[config.mk]
export PLATFORM = sky130hd
export DESIGN_NAME = sliding_window_median_filter_core
export DESIGN_NICKNAME = d
export VERILOG_FILES = /design/src/hw/rtl/smf_pkg.sv /design/src/hw/rtl/smf_cell.sv /design/src/hw/rtl/sliding_window_median_filter_core.sv
export SDC_FILE = /design/constraint.sdc
export NUM_CORES = 2
export LEC_CHECK = 0
export ABC_CLOCK_PERIOD_IN_PS = 3660
export BUFFER_PORTS_ARGS = -buffer_cell sky130_fd_sc_hd__buf_2
export CELL_PAD_IN_SITES_DETAIL_PLACEMENT = 1
export CELL_PAD_IN_SITES_GLOBAL_PLACEMENT = 2
export CORE_UTILIZATION = 36
export DETAILED_ROUTE_END_ITERATION = 16
export PLACE_DENSITY_LB_ADDON = 0.05
export SLEW_MARGIN = 20
export SYNTH_ARGS = -nofsm -noshare
export SYNTH_HDL_FRONTEND = slang
export SYNTH_HIERARCHICAL = 1
export SYNTH_SLANG_ARGS = --single-unit
[constraint.sdc]
create_clock -name clk -period 3.66 [get_ports clk]
set_input_delay 0.183 -clock clk [delete_from_list [all_inputs] [get_ports clk]]
set_output_delay 0.183 -clock clk [all_outputs]
set_load 0.02 [all_outputs]
[src/hw/rtl/smf_pkg.sv]
package smf_pkg;

  // age of a sample in the window, wide enough for windows of up to 64 samples
  localparam int unsigned AGE_W = 6;
  localparam int unsigned SAMPLE_W = 8;

  typedef logic [SAMPLE_W-1:0] sample_t;
  typedef logic [AGE_W-1:0] age_t;

  // one slot of the sorted chain: a sample and how many requests ago it came
  typedef struct packed {
    sample_t value;
    age_t    age;
  } entry_t;

  // what a cell shows its neighbors
  typedef struct packed {
    entry_t entry;
    logic   gt;     // stored value is above the incoming sample
  } link_t;

endpackage

[src/hw/rtl/smf_cell.sv]
module smf_cell #(
  parameter int unsigned WINDOW = 25,
  parameter int unsigned INDEX  = 0
) (
  input  logic            clk,
  input  logic            rst,
  input  logic            load,
  input  smf_pkg::sample_t sample,
  input  smf_pkg::link_t  below,
  input  smf_pkg::link_t  above,
  input  logic            evict_below,
  output smf_pkg::link_t  link,
  output logic            evict,
  output smf_pkg::entry_t entry_next
);

  localparam smf_pkg::age_t LastAge = smf_pkg::age_t'(WINDOW - 1);
  localparam smf_pkg::age_t ResetAge = smf_pkg::age_t'(INDEX);

  smf_pkg::entry_t entry;
  smf_pkg::entry_t own_aged;
  smf_pkg::entry_t below_aged;
  smf_pkg::entry_t above_aged;
  smf_pkg::entry_t fresh;
  logic            gt;

  assign gt    = entry.value > sample;
  assign evict = entry.age == LastAge;
  assign link  = '{entry: entry, gt: gt};

  assign own_aged   = '{value: entry.value, age: entry.age + 1'b1};
  assign below_aged = '{value: below.entry.value, age: below.entry.age + 1'b1};
  assign above_aged = '{value: above.entry.value, age: above.entry.age + 1'b1};
  assign fresh      = '{value: sample, age: '0};

  always_comb begin
    if ((evict_below || evict) && !above.gt) begin
      // hole at or below: pull down the upper neighbor, still not above the sample
      entry_next = above_aged;
    end else if (evict) begin
      entry_next = below.gt ? below_aged : fresh;
    end else if (evict_below) begin
      entry_next = gt ? own_aged : fresh;
    end else begin
      // hole above: larger values move up one slot
      entry_next = !gt ? own_aged : (below.gt ? below_aged : fresh);
    end
  end

  always_ff @(posedge clk) begin
    if (rst) begin
      entry <= '{value: '0, age: ResetAge};
    end else if (load) begin
      entry <= entry_next;
    end
  end

endmodule

[src/hw/rtl/sliding_window_median_filter_core.sv]
// channel  | direction | handshake                      | payload
// sample   | in        | sample_valid / sample_stall    | sample[7:0]
// median   | out       | median_valid / median_stall    | median[7:0]
//
// one request is taken per cycle while sample_stall is low; its median shows in the
// output register in the next cycle, set by one update of the sorted cell chain per request
// rst is synchronous: window reads all zero, cells hold ages 0..WINDOW-1
// sample_stall is high only while a median waits and median_stall is high
// each cell compares, evicts and inserts in the same cycle as its neighbors
module sliding_window_median_filter_core #(
  parameter int unsigned WINDOW = 25
) (
  input  logic       clk,
  input  logic       rst,
  input  logic       sample_valid,
  output logic       sample_stall,
  input  logic [7:0] sample,
  output logic       median_valid,
  input  logic       median_stall,
  output logic [7:0] median
);

  localparam int unsigned Mid = WINDOW / 2;

  logic                  accept;
  logic [WINDOW-1:0]     evict_vec;
  logic [WINDOW-1:0]     evict_below;
  logic [WINDOW-2:0]     order_ok;
  smf_pkg::link_t        links [WINDOW];
  smf_pkg::entry_t       nexts [WINDOW];

  // a new request is taken unless a median is still waiting downstream
  assign sample_stall = median_valid && median_stall;
  assign accept       = sample_valid && !sample_stall;

  // boundary neighbors: nothing below is ever above the sample,
  // nothing above the top cell can be pulled down
  localparam smf_pkg::link_t LowEnd  = '{entry: '0, gt: 1'b0};
  localparam smf_pkg::link_t HighEnd = '{entry: '0, gt: 1'b1};

  genvar i;
  generate
    for (i = 0; i < WINDOW; i++) begin : g_cell
      localparam logic [WINDOW-1:0] LowMask = {WINDOW{1'b1}} >> (WINDOW - i);

      // the oldest sample sits in some lower slot
      assign evict_below[i] = |(evict_vec & LowMask);

      smf_cell #(
        .WINDOW (WINDOW),
        .INDEX  (i)
      ) u_cell (
        .clk         (clk),
        .rst         (rst),
        .load        (accept),
        .sample      (sample),
        .below       ((i == 0) ? LowEnd : links[(i == 0) ? 0 : i - 1]),
        .above       ((i == WINDOW - 1) ? HighEnd
                                        : links[(i == WINDOW - 1) ? i : i + 1]),
        .evict_below (evict_below[i]),
        .link        (links[i]),
        .evict       (evict_vec[i]),
        .entry_next  (nexts[i])
      );

      if (i < WINDOW - 1) begin : g_order
        assign order_ok[i] = links[i].entry.value <= links[i + 1].entry.value;
      end
    end
  endgenerate

  // output register: the middle slot of the updated chain
  always_ff @(posedge clk) begin
    if (rst) begin
      median_valid <= 1'b0;
    end else if (accept) begin
      median_valid <= 1'b1;
    end else if (!median_stall) begin
      median_valid <= 1'b0;
    end
  end

  always_ff @(posedge clk) begin
    if (accept) begin
      median <= nexts[Mid].value;
    end
  end

  // exactly one slot holds the oldest sample
  a_one_oldest : assert property (@(posedge clk) disable iff (rst)
    $onehot(evict_vec))
    else $error("evict flags not one-hot");

  // the chain stays sorted ascending
  a_sorted : assert property (@(posedge clk) disable iff (rst)
    &order_ok)
    else $error("cell chain out of order");

  // a taken request shows its median in the next cycle
  a_result : assert property (@(posedge clk) disable iff (rst)
    accept |=> median_valid && median == $past(nexts[Mid].value))
    else $error("median missing after request");

endmodule
==> key figures <==
Logic synthesis
  • Synth Warn #: 6
  • Cells after synthesis: approximately 5.5k
  • Mapped Area: 41,600 um^2
  • Avg Inst Size Synth: 7.55 um^2

Routing
  • Highest metal used: met4
  • Routed WL: 172,000 um
  • Initial drt markers: about 2.7k
  • WL met2: ~80,000 um
  • DR vias: around 44k
  • # DRC: 0
  • M1 WL: approximately 82,000 um
  • Avg WL per Cell: ~23 um
  • Drt via density: 5.99
  • Pre-antenna DRT Iters: 5
  • Met3 WL post-DR: between 6000 and 7000 um
  • DRT antenna net count: 0

Floorplan
  • Die outline height: about 340 um
  • Die ar.: roughly 120,000 um^2
  • IO Pins: 22
  • Initial Util: a little over a third
  • Row count: between 100 and 150
  • Core area: between 100,000 and 150,000 um^2
  • Die Wd: roughly 340 um

Placed design
  • Placed inst area: approximately 46,000 um^2
  • Placed cells: roughly 7.2k
  • PortBufs: 21
  • Post-detail-place hpwl: 131,000 um
  • RePlAce Congestion: approximately 0.9

Pwr
  • Pwr dens: between 300 and 400 nW/um^2
  • Max VDD drop: about 0.00035 V
  • Tot Pwr: roughly 0.017 W
  • P_leak: 19.5 nW

Hold path
  • Hold depth: 4
  • Worst Hold Endpoint: g_cell[14].u_cell/link[8]
  • Min-Delay Path Class: in2reg
  • Hold Startpoint: sample[1]

Global routing
  • First-pass GRT wire length: roughly 270,000 um
  • Largest net degree at the start of global routing: between 70 and 80
  • GR Overflow Total: 0
  • Number of global-route vias before repair: 44.9k
  • All-Layer GR Usage: 28.8%
  • Initial antenna violation count: 1

Timing
  • Tmin final: 3540 ps
  • Slew Limit Fails: 0
  • Endpoints failing setup: 0
  • Clock Skews: between 30 and 40 ps
  • Tightest Pin Transition: approximately 880 ps
  • Slew HR: around two fifths
  • TNS Setup: 0 ps
  • Hold Slack: around 81 ps
  • Final Cycle Share: between 90 and 100%
  • Fmax: between 200 and 300 MHz
  • Hold Vio Cnt, Final: 0

Worst setup path
  • Type of origin of the critical path: register
  • Reg-to-Reg Start: g_cell[8].u_cell/link[1]
  • Crit. End Element: register
  • Worst r2r path cells: 14
  • R2r setup slk: 120 ps
  • Crit path max fanout: 8
  • Worst EP arrival: approximately 4200 ps
  • RR Endpoint: g_cell[21].u_cell/link[1]
  • Critical path class: reg2reg
  • CP required: around 4300 ps

Final layout
  • Most frequent cells in the layout: 500 x nand2_1, 494 x nor2_1, 483 x buf_4
  • Synth-to-layout area growth: 15.5%
  • Final instance area: roughly 48,000 um^2
  • Final Net Count: about 6.1k
  • Proportion of layout cells with a drive suffix above 1: around 17%
  • Most common cell after layout, fill and taps aside: nand2_1
  • Fin cells: roughly 7.4k

Clocking
  • Clock slew at reported path FFs: around 60 ps
  • CTS sink cnt: 359
  • Clk Latency, worst-skew pair: just under 700 ps
  • Root Buffer: clkbuf_16
  • Bufs on Longest Clock Path: 3
  • Num CTS Buffers: 55
  • CTS tree: built
  • H-tree depth: 2

Run
  • Number of max-cap violations: 0

Status
  • Outcome: complete, no violations
-- through the flow --
step,worst slack (ps),util [%]
after global placement,54.9,40.1
after CTS,23.1,41.8
after detailed placement,-15.9,40.1
after global routing,-67.4,41.9
after floorplan,16.0,-
final,124,41.9
-- worst max-delay path, cell delays in order, from the launching register on --
cell and delay (ps):
dfxtp_1 330, inv_1 60, ha_1 200, or4b_4 200, inv_1 60, or4_4 640, nor3_4 210, buf_4 140
buf_4 90, nand2_1 230, a2111oi_4 440, o21ai_2 200, or3_1 360, o221ai_1 130, a2bb2oi_2 180
-- registers in the layout, indices dropped and copies added (netlist names) --
signal	cells
g_cell.u_cell/link	350
median	8
median_valid	1
-- worst max path at each step --
stage / start / endpoint / slack, ps / depth (start not counted)
finish: g_cell[8].u_cell/link[1] / g_cell[21].u_cell/link[1] / 120 / 14
global route: g_cell[9].u_cell/link[1] / g_cell[21].u_cell/link[1] / -70 / 15
CTS: g_cell[7].u_cell/link[1] / g_cell[17].u_cell/link[10] / 20 / 14
detailed placement: g_cell[7].u_cell/link[1] / g_cell[22].u_cell/link[9] / -20 / 12
global placement: g_cell[2].u_cell/link[1] / g_cell[11].u_cell/link[1] / 50 / 14
floorplan: g_cell[5].u_cell/link[1] / g_cell[24].u_cell/link[5] / 20 / 16
-- report_power, final --
group	internal, W	leakage [nW]	switching (W)
combinational	0.00256	15.6	0.00386
sequential	0.00429	2.95	0.000468
clock	0.00343	0.903	0.00232
total	0.0103	19.5	0.00664
-- routing by layer --
| layer | global-route usage, % | vias to the layer above |
|---|---|---|
| li1 | - | 21076 |
| met1 | 39.8 | 21963 |
| met2 | 48.2 | 829 |
| met5 | 0 | - |
| met4 | 6.42 | 0 |
| met3 | 2.40 | 213 |
-- final cells by class --
type                    instances  area (um^2)
inverters                     368         1430
clock inverters                30          358
fillers                     14143        66500
well taps                    1512         1890
flip-flops and latches        359         7270
repair buffers                529         4320
clock buffers                  67         1490
diodes                          1         2.50
multi-input cells            4491        31300
-- timing repair --
action,CTS,global route
gates resized for setup,3,17
pin swaps,1,7
endpoints found under the setup margin,13,85
hold buffers,3,0
buffers inserted,0,11
hold endpoints to repair,2,0
(Power assumes the default switching activity.)
